===== src/rtl/dfs_visit_order_macros.svh =====
// assertion macros used by the dfs visit order block
`ifndef DFS_VISIT_ORDER_MACROS_SVH
`define DFS_VISIT_ORDER_MACROS_SVH

`ifndef SYNTHESIS
// checked property, masked while reset is active
`define DFS_ASSERT(lbl, prop) \
  lbl: assert property (@(posedge clk_i) disable iff (!rst_ni) prop) \
    else $error("dfs_visit_order: assertion failed");
// checked property, also evaluated during reset
`define DFS_ASSERT_ALWAYS(lbl, prop) \
  lbl: assert property (@(posedge clk_i) prop) \
    else $error("dfs_visit_order: assertion failed");
`else
`define DFS_ASSERT(lbl, prop)
`define DFS_ASSERT_ALWAYS(lbl, prop)
`endif

`endif


===== src/rtl/dfs_pkg.sv =====
`timescale 1ns / 1ps

package dfs_pkg;

  // node number width fixed by the field definitions
  localparam int NODE_W = 3;

  // default graph size
  localparam int NODE_COUNT_DEF = 5;

  // reset value of the trigger register
  localparam logic [NODE_W-1:0] TRIG_RESET = 3'd3;

  // configuration register indexes
  localparam logic CFG_ADJ  = 1'b0;
  localparam logic CFG_TRIG = 1'b1;

  // outcome of one neighbor test
  typedef struct packed {
    logic exhausted;  // all neighbors of the top node tried
    logic take;       // neighbor is an unvisited successor, descend
  } step_t;

endpackage


===== src/rtl/dfs_step_unit.sv =====
`timescale 1ns / 1ps

module dfs_step_unit #(
  parameter int NODE_COUNT = dfs_pkg::NODE_COUNT_DEF
) (
  input  logic [NODE_COUNT*NODE_COUNT-1:0]     adj_i,
  input  logic [NODE_COUNT-1:0]                visited_i,
  input  logic [dfs_pkg::NODE_W-1:0]           cur_i,
  input  logic [$clog2(NODE_COUNT+1)-1:0]      nxt_i,
  input  logic [$clog2(NODE_COUNT+1)-1:0]      depth_i,
  output dfs_pkg::step_t                       step_o
);
  import dfs_pkg::*;

  localparam int ADJ_W  = NODE_COUNT * NODE_COUNT;
  localparam int ADJ_IW = $clog2(ADJ_W);
  localparam int LVL_W  = $clog2(NODE_COUNT);
  localparam int NXT_W  = $clog2(NODE_COUNT + 1);

  logic             exhausted;
  logic [NXT_W-1:0] nxt_s;
  logic [ADJ_IW-1:0] bit_idx;
  logic             edge_bit;
  logic             seen_bit;

  // neighbor index past the last node ends this level
  assign exhausted = (nxt_i >= NXT_W'(NODE_COUNT));
  assign nxt_s     = exhausted ? '0 : nxt_i;

  // matrix bit for the edge cur -> nxt
  assign bit_idx  = ADJ_IW'(int'(cur_i) * NODE_COUNT + int'(nxt_s));
  assign edge_bit = adj_i[bit_idx];
  assign seen_bit = visited_i[nxt_s[LVL_W-1:0]];

  assign step_o.exhausted = exhausted;
  assign step_o.take      = !exhausted && edge_bit && !seen_bit &&
                            (depth_i < NXT_W'(NODE_COUNT));

endmodule


===== src/rtl/dfs_path_stack.sv =====
`timescale 1ns / 1ps

module dfs_path_stack #(
  parameter int NODE_COUNT = dfs_pkg::NODE_COUNT_DEF
) (
  input  logic                              clk_i,
  input  logic                              push_i,
  input  logic [$clog2(NODE_COUNT)-1:0]     wr_lvl_i,
  input  logic [dfs_pkg::NODE_W-1:0]        wr_node_i,
  input  logic [$clog2(NODE_COUNT+1)-1:0]   wr_next_i,
  input  logic [$clog2(NODE_COUNT)-1:0]     rd_lvl_i,
  output logic [dfs_pkg::NODE_W-1:0]        rd_node_o,
  output logic [$clog2(NODE_COUNT+1)-1:0]   rd_next_o
);
  import dfs_pkg::*;

  localparam int NXT_W = $clog2(NODE_COUNT + 1);

  logic [NODE_W-1:0] node_q [NODE_COUNT];
  logic [NXT_W-1:0]  next_q [NODE_COUNT];

  // saved parent levels, written on descend
  always_ff @(posedge clk_i) begin
    if (push_i) begin
      node_q[wr_lvl_i] <= wr_node_i;
      next_q[wr_lvl_i] <= wr_next_i;
    end
  end

  // parent level restored on backtrack
  assign rd_node_o = node_q[rd_lvl_i];
  assign rd_next_o = next_q[rd_lvl_i];

endmodule


===== src/rtl/dfs_visit_order.sv =====
`timescale 1ns / 1ps
// depth first walk: one start node in, one beat per visited node out; one matrix
// bit or one backtrack is tested per cycle while the output is not stalled.
// the first beat is valid the cycle after the test that finds the second
// node; a lone start node shows once its level is exhausted.
// asynchronous active-low reset: idle, empty output, trigger 3, matrix clear.
module dfs_visit_order #(
  parameter int NODE_COUNT = dfs_pkg::NODE_COUNT_DEF
) (
  input  logic                               clk_i,
  input  logic                               rst_ni,
  // start node channel
  input  logic                               in_valid_i,
  output logic                               in_stall_o,
  input  logic [dfs_pkg::NODE_W-1:0]         start_node_i,
  // visit channel
  output logic                               out_valid_o,
  input  logic                               out_stall_i,
  output logic [dfs_pkg::NODE_W-1:0]         visited_node_o,
  output logic                               is_trigger_o,
  output logic                               last_o,
  // register writes
  input  logic                               cfg_valid_i,
  output logic                               cfg_ready_o,
  input  logic                               cfg_index_i,
  input  logic [NODE_COUNT*NODE_COUNT-1:0]   cfg_data_i
);
  import dfs_pkg::*;

  `include "dfs_visit_order_macros.svh"

  localparam int ADJ_W = NODE_COUNT * NODE_COUNT;
  localparam int LVL_W = $clog2(NODE_COUNT);
  localparam int NXT_W = $clog2(NODE_COUNT + 1);

  localparam logic [1:0] ST_IDLE  = 2'd0;
  localparam logic [1:0] ST_WALK  = 2'd1;
  localparam logic [1:0] ST_FLUSH = 2'd2;

  logic [1:0]            state_q, state_d;
  logic [ADJ_W-1:0]      adj_q;
  logic [NODE_W-1:0]     trig_q;
  logic [NODE_COUNT-1:0] visited_q, visited_d;
  logic [NXT_W-1:0]      depth_q, depth_d;
  logic [NODE_W-1:0]     cur_q, cur_d;
  logic [NXT_W-1:0]      nxt_q, nxt_d;
  logic [NODE_W-1:0]     pend_q, pend_d;
  logic                  out_valid_q, out_valid_d;
  logic [NODE_W-1:0]     out_node_q, out_node_d;
  logic                  out_trig_q, out_trig_d;
  logic                  out_last_q, out_last_d;

  logic                  out_free;
  logic                  start_ok;
  logic                  push;
  logic [LVL_W-1:0]      wr_lvl;
  logic [LVL_W-1:0]      rd_lvl;
  logic [NODE_W-1:0]     rd_node;
  logic [NXT_W-1:0]      rd_next;
  step_t                 step;

  // neighbor test on the top of the path
  dfs_step_unit #(
    .NODE_COUNT (NODE_COUNT)
  ) u_step (
    .adj_i     (adj_q),
    .visited_i (visited_q),
    .cur_i     (cur_q),
    .nxt_i     (nxt_q),
    .depth_i   (depth_q),
    .step_o    (step)
  );

  // saved parent levels
  assign wr_lvl = LVL_W'(depth_q - NXT_W'(1));
  assign rd_lvl = LVL_W'(depth_q - NXT_W'(2));

  dfs_path_stack #(
    .NODE_COUNT (NODE_COUNT)
  ) u_stack (
    .clk_i     (clk_i),
    .push_i    (push),
    .wr_lvl_i  (wr_lvl),
    .wr_node_i (cur_q),
    .wr_next_i (nxt_q + NXT_W'(1)),
    .rd_lvl_i  (rd_lvl),
    .rd_node_o (rd_node),
    .rd_next_o (rd_next)
  );

  assign out_free = !out_valid_q || !out_stall_i;
  assign start_ok = ({1'b0, start_node_i} < (NODE_W + 1)'(NODE_COUNT));

  // walk sequencer; the newest visit is held back until its last flag is known
  always_comb begin
    state_d     = state_q;
    visited_d   = visited_q;
    depth_d     = depth_q;
    cur_d       = cur_q;
    nxt_d       = nxt_q;
    pend_d      = pend_q;
    out_valid_d = out_valid_q && out_stall_i;
    out_node_d  = out_node_q;
    out_trig_d  = out_trig_q;
    out_last_d  = out_last_q;
    push        = 1'b0;
    case (state_q)
      ST_IDLE: begin
        if (in_valid_i && start_ok) begin
          for (int i = 0; i < NODE_COUNT; i++) begin
            visited_d[i] = ({1'b0, start_node_i} == (NODE_W + 1)'(i));
          end
          depth_d = NXT_W'(1);
          cur_d   = start_node_i;
          nxt_d   = '0;
          pend_d  = start_node_i;
          state_d = ST_WALK;
        end
      end
      ST_WALK: begin
        if (out_free) begin
          if (step.exhausted) begin
            if (depth_q == NXT_W'(1)) begin
              depth_d = '0;
              state_d = ST_FLUSH;
            end else begin
              depth_d = depth_q - NXT_W'(1);
              cur_d   = rd_node;
              nxt_d   = rd_next;
            end
          end else if (step.take) begin
            out_valid_d = 1'b1;
            out_node_d  = pend_q;
            out_trig_d  = (pend_q == trig_q);
            out_last_d  = 1'b0;
            pend_d      = NODE_W'(nxt_q);
            push        = 1'b1;
            visited_d[nxt_q[LVL_W-1:0]] = 1'b1;
            cur_d       = NODE_W'(nxt_q);
            nxt_d       = '0;
            depth_d     = depth_q + NXT_W'(1);
          end else begin
            nxt_d = nxt_q + NXT_W'(1);
          end
        end
      end
      ST_FLUSH: begin
        if (out_free) begin
          out_valid_d = 1'b1;
          out_node_d  = pend_q;
          out_trig_d  = (pend_q == trig_q);
          out_last_d  = 1'b1;
          state_d     = ST_IDLE;
        end
      end
      default: begin
        state_d = ST_IDLE;
      end
    endcase
  end

  // control state
  always_ff @(posedge clk_i or negedge rst_ni) begin
    if (!rst_ni) begin
      state_q     <= ST_IDLE;
      visited_q   <= '0;
      depth_q     <= '0;
      out_valid_q <= 1'b0;
    end else begin
      state_q     <= state_d;
      visited_q   <= visited_d;
      depth_q     <= depth_d;
      out_valid_q <= out_valid_d;
    end
  end

  // register file
  always_ff @(posedge clk_i or negedge rst_ni) begin
    if (!rst_ni) begin
      adj_q  <= '0;
      trig_q <= TRIG_RESET;
    end else if (cfg_valid_i) begin
      case (cfg_index_i)
        CFG_ADJ:  adj_q  <= cfg_data_i;
        CFG_TRIG: trig_q <= cfg_data_i[NODE_W-1:0];
        default:  adj_q  <= adj_q;
      endcase
    end
  end

  // walk and output payload
  always_ff @(posedge clk_i) begin
    cur_q      <= cur_d;
    nxt_q      <= nxt_d;
    pend_q     <= pend_d;
    out_node_q <= out_node_d;
    out_trig_q <= out_trig_d;
    out_last_q <= out_last_d;
  end

  assign in_stall_o     = (state_q != ST_IDLE);
  assign cfg_ready_o    = 1'b1;
  assign out_valid_o    = out_valid_q;
  assign visited_node_o = out_node_q;
  assign is_trigger_o   = out_trig_q;
  assign last_o         = out_last_q;

  // checks
  `DFS_ASSERT(a_walk_depth, (state_q == ST_WALK) |-> (depth_q != '0))
  `DFS_ASSERT(a_walk_marks, (state_q == ST_WALK) |-> (visited_q != '0))
  `DFS_ASSERT(a_start_walk, (in_valid_i && !in_stall_o && start_ok) |=> (state_q == ST_WALK))
  `DFS_ASSERT(a_flush_last, (state_q == ST_FLUSH && out_free) |=> (state_q == ST_IDLE && out_valid_q && out_last_q))
  `DFS_ASSERT_ALWAYS(a_reset_idle, (!rst_ni) |=> (state_q == ST_IDLE && !out_valid_q))

endmodule

===== config.mk =====
export PLATFORM = sky130hd
export DESIGN_NAME = dfs_visit_order
export DESIGN_NICKNAME = d
export VERILOG_FILES = /design/src/rtl/dfs_pkg.sv /design/src/rtl/dfs_step_unit.sv /design/src/rtl/dfs_path_stack.sv /design/src/rtl/dfs_visit_order.sv
export VERILOG_INCLUDE_DIRS = /design/src /design/src/rtl
export SDC_FILE = /design/constraint.sdc
export NUM_CORES = 1
export LEC_CHECK = 0
export ABC_AREA = 1
export BUFFER_PORTS_ARGS = -buffer_cell sky130_fd_sc_hd__clkbuf_2
export CORE_UTILIZATION = 40
export CTS_BUF_LIST = sky130_fd_sc_hd__clkbuf_4
export CTS_CLUSTER_SIZE = 14
export DETAILED_ROUTE_END_ITERATION = 6
export GPL_ROUTABILITY_DRIVEN = 0
export GPL_TIMING_DRIVEN = 1
export PLACE_DENSITY_LB_ADDON = 0.15
export SLEW_MARGIN = 10
export SYNTH_ARGS = -nofsm -noshare
export SYNTH_HDL_FRONTEND = slang
export SYNTH_SLANG_ARGS = --single-unit
export TNS_END_PERCENT = 1

===== constraint.sdc =====
create_clock -name clk_i -period 4.7 [get_ports clk_i]
set_clock_uncertainty 0.15 [all_clocks]
set_input_delay 0.705 -clock clk_i [delete_from_list [all_inputs] [get_ports clk_i]]
set_output_delay 0.705 -clock clk_i [all_outputs]
set_load 0.01 [all_outputs]

After elaboration in Yosys (flattened, before gate mapping)
Memory sizes are Yosys's and may differ from the RTL's.
Index checks and enable logic that the tools add are counted.

storage, ports and cells
  memories = 2
  word-level logic and storage cells = 135
  memory bits (writable) = 30
  flip-flop bits (word level) = 53
  input port bits = 34
  output and inout bits = 8

memories
  memory          words  width  rd ports  clocked after memory_dff  write ports  line                  text
  u_stack.next_q  5      3      1         0                         1            dfs_path_stack.sv:20  logic [NXT_W-1:0] next_q [NODE_COUNT];
  u_stack.node_q  5      3      1         0                         1            dfs_path_stack.sv:19  logic [NODE_W-1:0] node_q [NODE_COUNT];

cells by class
  eq/ne operators = 17
  order comparisons = 7
  muxes and demuxes = 65
  reductions and logical operators = 24
  multipliers = 1
  $add $sub $neg = 5
  bitwise operators = 2

operator list
  kind                                                        number
  2-to-1 mux 3 bit                                            22
  case mux 3 bit (2 select lines)                             5
  2-to-1 mux 1 bit                                            21
  2-to-1 mux 5 bit                                            4
  AND reduction 5 bit                                         4
  inequality test 2 bit, second input constant                6
  2-to-1 mux 2 bit                                            5
  case mux 5 bit (2 select lines)                             1
  less-than comparator 3 x 4 -> 1 bit, second input constant  2
  AND reduction 4 bit                                         2
  adder 3 x 1 -> 3 bit, second input constant                 2
  == test 3 x 1 -> 1 bit, second input constant               2
  == test 3 x 2 -> 1 bit, second input constant               2
  logical AND 1 bit                                           6
  less-than comparator 3 bit, second input constant           2
  less-than comparator 5 x 6 -> 1 bit, second input constant  1
  case mux 1 bit (2 select lines)                             3
  case mux 2 bit (3 select lines)                             1
  nonzero test 2 bit                                          3
  adder 5 x 4 -> 5 bit                                        1
  binary-select mux 1 bit (select 5 bit)                      1
  multiplier 3 x 3 -> 5 bit, second input constant            1
  OR 5 bit                                                    1
  zero test 1 bit                                             4
  18 further kinds                                            19

Longest topological paths before layout
Gate-level depths: netlist (run 1).

  depth after elaboration = 14
  gate-level depth with buffers = 22
  mapped depth without buffers = 21

Modules after synthesis
A second synthesis (run 1) with hierarchy kept.

unflattened totals
  cell total of the unflattened synthesis = 503
  area, all modules = 4481.8 sq um

by module, submodules not included
  module           cells an instance  times used  seq. area each (sq um)  area an instance (sq um)
  dfs_visit_order  261                1           1398.8                  2583.7
  dfs_path_stack   130                1           900.9                   1308.8
  dfs_step_unit    112                1           0.0                     589.3

Least setup slack after synthesis (run 1)
OpenSTA, ideal clock, no wires.

  path type = register to register
  start point = register nxt_q[1]
  end point = memory u_stack.next_q[0][0] (netlist name) (enable)
  cell stages (with the launch flop) = 17
  setup time = 0.377 ns
  slack = 1.040 ns
  data arrival time = 3.133 ns
  data required time = 4.173 ns
  path buffers = 1
  period minus slack after synthesis = 3.660 ns
  cell sequence = edfxtp_1 > inv_2 > ha_1 > inv_1 > nand2_2 > nand2_4 > nand3_4 > buf_6 > inv_1 > ha_1 > fa_1 > xnor2_1 > nor2_1 > a41oi_1 > a21oi_4 > nand4_2 > nor3_1

between the ends
  cells in the longest elaborated chain, start to end = 14
  elaborated cells between the ends (all ways) = 18
  those cells by class = add/sub (1); order compare (1); mux (11); reduce/logical (5)

ends and longest elaborated chain
  what                                        line                    text
  start: declaration                          dfs_visit_order.sv:46   logic [NXT_W-1:0] nxt_q, nxt_d;
  start signal: assignment                    dfs_visit_order.sv:194  nxt_q <= nxt_d;
  >= comparator 3 bit                         dfs_step_unit.sv:27     assign exhausted = (nxt_i >= NXT_W'(NODE_COUNT));
  2-to-1 mux 3 bit                            dfs_step_unit.sv:28     assign nxt_s = exhausted ? '0 : nxt_i;
  adder 5 x 4 -> 5 bit                        dfs_step_unit.sv:31     assign bit_idx = ADJ_IW'(int'(cur_i) * NODE_COUNT + int'(nxt_s));
  binary-select mux 1 bit (select 5 bit)      dfs_step_unit.sv:32     assign edge_bit = adj_i[bit_idx];
  2-to-1 mux 1 bit (not written as such)      dfs_step_unit.sv:32
  logical AND 1 bit (3 in a row)              dfs_step_unit.sv:36     assign step_o.take = !exhausted && edge_bit && !seen_bit &&
  2-to-1 mux 1 bit                            dfs_visit_order.sv:131  end else if (step.take) begin
  2-to-1 mux 1 bit (*)                        dfs_visit_order.sv:122  if (step.exhausted) begin
  2-to-1 mux 1 bit (*)                        dfs_visit_order.sv:121  if (out_free) begin
  2-to-1 mux 1 bit (*)                        dfs_visit_order.sv:107  case (state_q)
  2-to-1 mux 1 bit (*)                        dfs_path_stack.sv:24    if (push_i) begin
  2-to-1 mux 1 bit (not written as such) (*)  dfs_path_stack.sv:26    next_q[wr_lvl_i] <= wr_next_i;
  end: declaration                            dfs_path_stack.sv:20

Every way passes the cells marked *; elsewhere a longest branch is shown, timed or not. The select of a mux whose other input is x is not followed.

Final worst setup path (run 1)
  start point = register nxt_q[0]
  end point = memory u_stack.next_q[2][0] (netlist name) (enable)

Same word-level chain as after synthesis.

==> results.py, run 1 <==
metrics = {
    "logic_synthesis": {
        "yosys_register_bits": 83,
        "synth_area_leaders": "edfxtp_1 31%, dfrtp_1 21%, nand2_1 5.7%",
        "syn-num-nets": 491,
        "synth.avg_cell_area_um2": 9.87,
        "ys_seq_area_frac": 0.531,
        "netlist.area_leader.share": 0.305,
        "synth_top_family_by_area": "simple AND/OR/NAND/NOR gates",
        "synth_compound_area_frac": 0.0942,
        "ys.flop_type": "edfxtp_1",
        "synth-async-reset-ratio": 0.470,
        "yosys_warnings": 0,
        "synth_fa_ha_area_frac": 0.0537,
        "synth_edf_count": 44,
        "synth.mux.area_fraction": 0.0442,
        "synthDistinctLibCells": 42,
        "netlist_area_mm2": 0.00433,
        "synth_simple_gate_area_share": 0.200,
        "synthXorXnorAreaFrac": 0.0162,
        "synthCells": 439,
        "yosys.area.top_type": "edfxtp_1",
    },
    "clock_network": {
        "cts-buffers-inserted": 9,
        "clock-root-buffer": "clkbuf_4",
        "cts_tree": "done",
        "htree_levels": 3,
        "clk_pin_slew_worst_paths_ns": 0.14,
        "post_cts_resized": 0,
        "clk_latency_ns": 0.44,
        "cts.sinks": 83,
        "postCtsSetupBuffers": 0,
        "clock_path_buffers": 2,
        "hold_buffers": 0,
    },
    "hold_path": {
        "hp-class": "input pin to async pin",
    },
    "finish": {
        "nets": 532,
        "antenna_cells": 0,
        "utilization": 0.464,
        "final_design_area_no_fill_mm2": 0.00484,
        "drive_gt1_frac": 0.204,
        "area_growth_pct": 11.6,
        "finalNonFillerCells": 621,
    },
    "timing": {
        "finalHoldViolations": 0,
        "hold_slack_ns": 0.227,
        "setup_violations": 0,
        "max_slew_margin": 0.254,
        "worst_pin_slew_ns": 1.12,
        "drv_slew": 0,
        "post-route-min-period_ns": 4.13,
        "max_freq_mhz": 242,
        "finalSetupTns_ns": 0,
        "setup_ws_ns": 0.565,
        "period_share": 0.880,
        "grt_setup_unrepaired": "no",
    },
    "power": {
        "irDropWorstVdd_mv": 0.347,
        "p_seq_frac": 0.336,
        "pwr-share-comb": 0.514,
        "leakage_nw": 2.16,
        "finalPower_mw": 3.55,
        "netSwitchingFraction": 0.455,
        "power_frac_clock": 0.150,
        "p_sw_mw": 1.62,
        "power.density_mw_per_mm2": 733,
        "p_int_mw": 1.93,
    },
    "global_routing": {
        "grt_overflow": 0,
        "grt_use_total": 0.184,
        "grt_max_degree": 40,
        "grt_pass1_vias": 3248,
        "antenna_found_initial": 0,
        "grt_pass1_wl_mm": 15.8,
    },
    "setup_path": {
        "crit_arrival_ns": 4.05,
        "critPathKind": "flop to flop",
        "cp-start-kind": "flop",
        "worst-path-max-fanout": 14,
        "cp_data_required_time_ns": 4.61,
        "startpoint": "nxt_q[0]$_SDFFCE_PN0P_",
        "cp-end-kind": "flop",
        "timing.rr.start": "nxt_q[0]$_SDFFCE_PN0P_",
    },
    "floorplanning": {
        "start_util": 0.416,
        "dieArea_mm2": 0.0112,
        "die_y_um": 106,
        "rows": 37,
        "die_width_um": 106,
        "pin_count": 42,
        "core_mm2": 0.0104,
    },
    "run": {
        "drv_cap": 0,
    },
    "drt": {
        "wirelength_mm": 9.31,
        "drc": 0,
        "vias": 3165,
        "dr.pass1.iters": 4,
        "antenna_left": 0,
        "wire_per_inst_um": 15.0,
        "viasPerCell": 5.10,
        "drtIter0Drc": 163,
    },
    "placement": {
        "io_buffer_count": 40,
        "placedCellCount": 605,
        "place_area_mm2": 0.00465,
        "place_hpwl_mm": 6.84,
        "dp_slack_ns": 0.582,
    },
    "outcome": {
        "status": "complete, no violations",
    },
}
[cell usage after synthesis (7+ instances only)]
master    count
o22ai_1       8
inv_1        45
nand2_4       7
dfrtp_1      37
nand2_1      66
nand3_1      38
o21ai_0      41
a21oi_1      15
edfxtp_1     44
ha_1         17
nor3_1        9
nor2_1       42
mux2_2       17
[per-layer routing]
layer | up-vias | GRT usage | share of wire
li1 | 1578 | - | -
met1 | 1475 | 0.260 | 0.48
met2 | 93 | 0.269 | 0.44
met3 | 19 | 0.0399 | 0.062
met4 | 0 | 0.0893 | 0.024
met5 | - | 0 | 0
[path summary, 6_finish.rpt]
path / slack, ns / endpoint / cells after the start
min in group clk_i: 0.34 / visited_q[2]$_DFFE_PN0P_ / 2
max in group asynchronous: 3.53 / adj_q[9]$_DFFE_PN0P_ / 1
hold / removal: 0.23 / depth_q[1]$_DFFE_PN0P_ / 1
setup / recovery: 0.57 / u_stack.next_q[2][0]$_DFFE_PP_ / 14
hold reg to reg: 0.34 / visited_q[2]$_DFFE_PN0P_ / 2
setup reg to reg: 0.57 / u_stack.next_q[2][0]$_DFFE_PP_ / 14
[logic make-up (layout without fill, tap and decap cells)]
group                    Yosys count  in the layout
AO/OA/AOI/OAI                     73             73
XOR/XNOR                           8              8
multiplexers                      17             17
adder cells (fa/ha/maj)           18             18
flip-flops                        83             83
other                              1              1
AND/OR/NAND/NOR                  178            178
buffers and inverters             61            107
[sequential cells by signal (all words and copies together) (netlist names), 2 cells and up]
name,cells
u_stack.node_q,15
cur_q,3
depth_q,3
nxt_q,3
trig_q,3
state_q,2
adj_q,25
u_stack.next_q,15
visited_node_o,3
pend_q,3
visited_q,5
[critical path, cell delays in order, from the launching register on]
cell and delay (ns):
edfxtp_1 0.68, ha_1 0.28, inv_1 0.06, nand2_2 0.08, nand2_4 0.06, nand3_4 0.17, inv_1 0.07, ha_1 0.20
fa_1 0.38, xnor2_1 0.20, nor2_1 0.15, a41oi_1 0.19, a21oi_4 0.26, nand4_2 0.17, nor3_1 0.66
[cell usage in the layout (no fill, tap or decap), types with 2 or more instances in the layout]
cell,instances
a21oi_1,15
a31oi_1,3
buf_4,4
bufinv_16,3
clkbuf_2,40
clkbuf_4,13
dfrtp_1,37
dfstp_2,2
edfxtp_1,44
ha_1,17
inv_1,45
mux2_2,17
nand2_1,66
nand2_2,5
nand2_4,7
nand3_1,38
nand3b_1,3
nor2_1,42
nor3_1,9
o21ai_0,41
o22ai_1,8
xnor2_1,2
xor2_1,6
[layout make-up]
class	instances	area (µm²)
clock buffer	13	97.6
timing repair buffer	44	230
sequential	83	2300
tap	136	170
fill	993	5580
clock inverter	3	90.1
multi-input combinational	295	1770
inverter	47	176
[power by group through the flow]
stage                     clock, mW  combinational (mW)  sequential, mW
after global placement            0                1.81            1.21
after CTS                     0.549                1.83            1.19
after global routing          0.574                2.07            1.22
final                         0.531                1.82            1.19
after detailed placement          0                1.82            1.21
after floorplan                   0                1.46            1.14
No activity file was read; power rests on OpenSTA's default activity.
==> run 2: changes to the inputs <==
--- a/config.mk
+++ b/config.mk
@@ -8,7 +8,7 @@
 export LEC_CHECK = 0
 export ABC_AREA = 1
 export BUFFER_PORTS_ARGS = -buffer_cell sky130_fd_sc_hd__clkbuf_2
-export CORE_UTILIZATION = 40
+export CORE_UTILIZATION = 50
 export CTS_BUF_LIST = sky130_fd_sc_hd__clkbuf_4
 export CTS_CLUSTER_SIZE = 14
 export DETAILED_ROUTE_END_ITERATION = 6
==> run 2 against run 1 <==
Worst hold slack hardly changed; count of clock-buffer cells in the layout is 2 lower; design area is 1.0% lower; critical path type unchanged; non-clock buffer count is 1 lower; fmax is 0.71% lower; highest routed layer unchanged; flip-flop and latch count stayed put; sequential share of layout area is 0.48 points higher; largest cell class unchanged; global-route usage is 3.5 points higher; largest power group unchanged.
==> results.py, run 2 (synthesis gave the netlist of run 1 again) <==
metrics = {
    "finish": {
        "area_growth_pct": 10.5,
        "utilization": 0.577,
        "nets": 531,
        "top_register": "adj_q",
        "drive_gt1_frac": 0.200,
        "final_common_cell": "nand2_1",
        "antenna_cells": 0,
        "layout_common_cells": "66 x nand2_1, 45 x inv_1, 44 x edfxtp_1, 42 x nor2_1, 41 x o21ai_0",
        "top_regs": "adj_q (25), u_stack.next_q (15), u_stack.node_q (15)",
        "largest_reg_flops": 25,
    },
    "setup_path": {
        "worstRegToRegCells": 14,
        "reg2reg_to": "u_stack.node_q[1][2]$_DFFE_PP_",
        "r2r_slack_ns": 0.54,
        "timing.rr.start": "nxt_q[0]$_SDFFCE_PN0P_",
        "critPathKind": "flop to flop",
        "cp-end-kind": "flop",
        "cp-start-kind": "flop",
        "crit_arrival_ns": 4.08,
        "cp_data_required_time_ns": 4.62,
        "worst-path-max-fanout": 14,
        "endpoint": "u_stack.node_q[1][2]$_DFFE_PP_",
        "startpoint": "nxt_q[0]$_SDFFCE_PN0P_",
    },
    "drt": {
        "drc": 0,
        "vias": 3200,
        "wirelength_mm": 9.01,
        "drtIter0Drc": 232,
        "viasPerCell": 5.43,
        "wire_per_inst_um": 15.3,
        "antenna_left": 0,
        "dr.pass1.iters": 5,
    },
    "timing": {
        "finalSetupTns_ns": 0,
        "setup_violations": 0,
        "max_slew_margin": 0.363,
        "finalHoldViolations": 0,
        "grt_setup_unrepaired": "no",
        "worst_pin_slew_ns": 0.955,
        "hold_slack_ns": 0.227,
        "post-route-min-period_ns": 4.16,
        "drv_slew": 0,
        "max_freq_mhz": 240,
        "period_share": 0.886,
    },
    "run": {
        "drv_cap": 0,
    },
    "floorplanning": {
        "dieArea_mm2": 0.00904,
        "core_mm2": 0.00830,
        "die_y_um": 95.1,
        "rows": 33,
        "start_util": 0.522,
        "die_width_um": 95.1,
        "pin_count": 42,
    },
    "outcome": {
        "status": "complete, no violations",
    },
    "hold_path": {
        "hp-class": "input pin to async pin",
    },
    "power": {
        "power.density_mw_per_mm2": 740,
        "p_int_mw": 1.92,
        "netSwitchingFraction": 0.459,
        "power_frac_clock": 0.148,
        "leakage_nw": 2.15,
        "p_seq_frac": 0.341,
        "p_sw_mw": 1.63,
        "irDropWorstVdd_mv": 0.313,
        "pwr-share-comb": 0.510,
    },
    "clock_network": {
        "clock_path_buffers": 2,
        "clk_latency_ns": 0.43,
        "cts.sinks": 83,
        "clk_pin_slew_worst_paths_ns": 0.13,
        "htree_levels": 3,
        "cts-buffers-inserted": 9,
        "post_cts_resized": 0,
        "postCtsSetupBuffers": 0,
        "hold_buffers": 0,
        "clock-root-buffer": "clkbuf_4",
        "cts_tree": "done",
    },
    "global_routing": {
        "grt_pass1_wl_mm": 14.8,
        "grt_max_degree": 40,
        "grt_use_total": 0.219,
        "antenna_found_initial": 0,
        "grt_pass1_vias": 2997,
        "grt_overflow": 0,
    },
    "placement": {
        "io_buffer_count": 40,
        "place_hpwl_mm": 6.61,
    },
}
[run 2: cell count changes in the layout (fill, tap and decap cells not counted)]
cell      before  now
clkinv_1       1    2
buf_4          4    3
inv_6          0    1
clkbuf_4      13   11
[run 2: power by group through the flow]
stage	clock network [mW]	registers, mW	logic, mW
floorplan	0	1.14	1.46
global placement	0	1.22	1.77
detailed placement	0	1.23	1.79
CTS	0.535	1.21	1.81
global route	0.562	1.23	2.03
finish	0.526	1.21	1.81
[run 2: worst min path at each step]
stage | startpoint | endpoint | slack [ns]
after global placement | pend_q[0]$_DFFE_PP_ | visited_node_o[0]$_DFFE_PP_ | 0.30
after floorplan | rst_ni | adj_q[0]$_DFFE_PN0P_ | 0.26
after CTS | rst_ni | depth_q[1]$_DFFE_PN0P_ | 0.27
after detailed placement | pend_q[1]$_DFFE_PP_ | visited_node_o[1]$_DFFE_PP_ | 0.32
final | rst_ni | depth_q[1]$_DFFE_PN0P_ | 0.23
after global routing | cfg_data_i[8] | adj_q[8]$_DFFE_PN0P_ | 0.31
[run 2: routing by layer]
layer  vias to the layer above  GRT usage  wire (µm)
met1                      1519      0.309       4200
met4                         0     0.0682        108
met2                        94      0.339       4190
met5                         -          0          0
li1                       1576          -          -
met3                        11     0.0470        522
[run 2: through the flow]
step	total power, mW	instance area, µm²	std cells	setup WS [ns]
5_1_grt	3.82	4790	589	0.253
2_1_floorplan	2.60	4330	439	1.04
3_3_place_gp	2.99	4600	573	0.696
6_report	3.54	4790	589	0.536
3_5_place_dp	3.02	4600	573	0.555
4_1_cts	3.56	4790	589	0.533
[run 2: area by class of cell]
class                           count  area, µm²
Tap cell                          105        131
Clock inverter                      5        103
Sequential cell                    83       2300
Inverter                           47        176
Multi-Input combinational cell    295       1770
Clock buffer                       11       82.6
Fill cell                         727       3510
Timing Repair Buffer               43        223
[run 2: critical path: stages (launching register included)]
cell and delay, ns:
edfxtp_1 0.68, ha_1 0.28, inv_1 0.06, nand2_2 0.08, nand2_4 0.06, nand3_4 0.17, inv_1 0.07, ha_1 0.20
fa_1 0.38, xnor2_1 0.19, nor2_1 0.15, a41oi_1 0.19, a21oi_4 0.26, nand4_2 0.19, nor3_1 0.67
==> run 3: changes to the inputs <==
--- a/config.mk
+++ b/config.mk
@@ -8,8 +8,7 @@
 export LEC_CHECK = 0
 export ABC_AREA = 1
 export BUFFER_PORTS_ARGS = -buffer_cell sky130_fd_sc_hd__clkbuf_2
-export CORE_UTILIZATION = 50
-export CTS_BUF_LIST = sky130_fd_sc_hd__clkbuf_4
+export CORE_UTILIZATION = 59
 export CTS_CLUSTER_SIZE = 14
 export DETAILED_ROUTE_END_ITERATION = 6
 export GPL_ROUTABILITY_DRIVEN = 0
==> run 3 against run 2 <==
Worst hold slack gained 0.083 ns; total power grew 0.97%; flip-flop and latch count is the same; clock power grew 2%; sequential power is essentially flat; via count grew 0.94%; die area shrank 15%; non-clock buffer count shrank 1; core utilization grew 11 points; fmax shrank 1.9%; design area grew 0.10%; wire length grew 0.95%; critical path type unchanged; largest cell class unchanged.
==> results.py, run 3 (synthesis gave the netlist of run 1 again) <==
metrics = {
    "outcome": {
        "status": "complete, no violations",
    },
    "placement": {
        "io_buffer_count": 40,
        "place_hpwl_mm": 6.59,
        "dp_slack_ns": 0.511,
        "placedCellCount": 563,
    },
    "floorplanning": {
        "die_y_um": 87.7,
        "die_width_um": 87.7,
        "pin_count": 42,
        "start_util": 0.624,
        "dieArea_mm2": 0.00769,
        "rows": 30,
        "core_mm2": 0.00694,
    },
    "global_routing": {
        "grt_pass1_vias": 3094,
        "grt_max_degree": 40,
        "antenna_found_initial": 0,
        "grt_overflow": 0,
        "grt_use_total": 0.263,
        "grt_pass1_wl_mm": 14.9,
    },
    "clock_network": {
        "clock_path_buffers": 2,
        "postCtsSetupBuffers": 0,
        "clock-root-buffer": "clkbuf_8",
        "clk_latency_ns": 0.37,
        "htree_levels": 3,
        "clk_pin_slew_worst_paths_ns": 0.09,
        "cts-buffers-inserted": 9,
        "hold_buffers": 0,
        "cts.sinks": 83,
        "cts_tree": "done",
        "post_cts_resized": 0,
    },
    "timing": {
        "post-route-min-period_ns": 4.24,
        "max_slew_margin": 0.361,
        "finalHoldViolations": 0,
        "max_freq_mhz": 236,
        "period_share": 0.903,
        "setup_violations": 0,
        "setup_ws_ns": 0.455,
        "worst_pin_slew_ns": 0.958,
        "grt_setup_unrepaired": "no",
        "finalSetupTns_ns": 0,
        "drv_slew": 0,
    },
    "finish": {
        "finalNonFillerCells": 579,
        "nets": 530,
        "top_register": "adj_q",
        "antenna_cells": 0,
        "largest_reg_flops": 25,
        "area_growth_pct": 10.6,
        "layout_common_cells": "66 x nand2_1, 45 x inv_1, 44 x edfxtp_1, 42 x nor2_1, 41 x o21ai_0",
        "top_regs": "adj_q (25), u_stack.next_q (15), u_stack.node_q (15)",
        "final_common_cell": "nand2_1",
        "drive_gt1_frac": 0.201,
    },
    "setup_path": {
        "worstRegToRegCells": 14,
        "r2r_slack_ns": 0.46,
        "cp-start-kind": "flop",
        "cp_data_required_time_ns": 4.54,
        "cp_slowest_cell": "nor3_1",
        "cp-end-kind": "flop",
        "max_stage_delay_ns": 0.69,
        "timing.rr.start": "nxt_q[0]$_SDFFCE_PN0P_",
        "worst-path-max-fanout": 14,
        "critPathKind": "flop to flop",
        "crit_cells": 14,
        "reg2reg_to": "u_stack.next_q[0][1]$_DFFE_PP_",
        "critical-path-top-delay-family": "simple AND/OR/NAND/NOR gates",
        "crit_arrival_ns": 4.09,
        "crit_chain": "ha_1 -> inv_1 -> nand2_2 -> nand2_4 -> nand3_4 -> inv_1 -> ha_1 -> fa_1 -> xnor2_1 -> nor2_1 -> a41oi_1 -> a21oi_4 -> nand4_2 -> nor3_1",
        "crit_buf_inv": 2,
    },
    "power": {
        "netSwitchingFraction": 0.470,
        "pwr-share-comb": 0.512,
        "power.density_mw_per_mm2": 747,
        "p_seq_frac": 0.337,
        "power_frac_clock": 0.150,
        "p_int_mw": 1.90,
        "finalPower_mw": 3.58,
        "p_sw_mw": 1.68,
        "irDropWorstVdd_mv": 0.474,
        "leakage_nw": 2.14,
    },
    "drt": {
        "dr.pass1.iters": 5,
        "drtIter0Drc": 312,
        "antenna_left": 0,
        "drc": 0,
        "viasPerCell": 5.58,
        "wirelength_mm": 9.10,
        "vias": 3230,
        "wire_per_inst_um": 15.7,
    },
    "hold_path": {
        "hp-class": "input pin to async pin",
    },
    "run": {
        "drv_cap": 0,
    },
}
[run 3: cell count changes in the layout (fill, tap and decap cells not counted), moves of 2 or more]
cell        delta
bufinv_16      -2
clkbuf_4      -11
clkinvlp_4     +2
clkbuf_8      +10
[run 3: worst max path at each step]
stage,slack [ns],start,end
2_1_floorplan,1.04,nxt_q[1]$_SDFFCE_PN0P_,u_stack.next_q[0][0]$_DFFE_PP_
3_3_place_gp,0.70,nxt_q[0]$_SDFFCE_PN0P_,u_stack.node_q[1][1]$_DFFE_PP_
3_5_place_dp,0.51,nxt_q[0]$_SDFFCE_PN0P_,u_stack.next_q[1][0]$_DFFE_PP_
4_1_cts,0.48,nxt_q[0]$_SDFFCE_PN0P_,u_stack.next_q[2][2]$_DFFE_PP_
5_1_grt,0.16,nxt_q[0]$_SDFFCE_PN0P_,u_stack.next_q[2][2]$_DFFE_PP_
6_report,0.46,nxt_q[0]$_SDFFCE_PN0P_,u_stack.next_q[0][1]$_DFFE_PP_
[run 3: metal layers]
metal,part of all wire,vias to the layer above,global-route usage
met5,0,-,0
met4,0.023,0,0.104
met3,0.066,18,0.0650
met2,0.48,123,0.416
met1,0.44,1518,0.351
li1,-,1571,-
[run 3: final cells by class]
| class | instances | area (µm²) |
|---|---|---|
| timing repair buffer | 42 | 215 |
| inverter | 47 | 176 |
| clock inverter | 6 | 71.3 |
| tap | 96 | 120 |
| fill | 571 | 2150 |
| multi-input combinational | 295 | 1770 |
| sequential | 83 | 2300 |
| clock buffer | 10 | 138 |
[run 3: per-stage QoR]
stage | hold WS, ns | utilization | instance area [µm²]
3_3_place_gp | 0.304 | 0.660 | 4580
4_1_cts | 0.337 | 0.690 | 4790
3_5_place_dp | 0.317 | 0.660 | 4580
6_report | 0.310 | 0.690 | 4790
2_1_floorplan | 0.259 | - | 4330
5_1_grt | 0.359 | 0.690 | 4790
[run 3: power by group through the flow]
stage / Sequential [mW] / Clock [mW] / Combinational, mW
detailed placement: 1.22 / 0 / 1.80
global placement: 1.22 / 0 / 1.75
floorplan: 1.14 / 0 / 1.46
finish: 1.21 / 0.538 / 1.83
CTS: 1.21 / 0.548 / 1.82
global route: 1.23 / 0.571 / 2.05
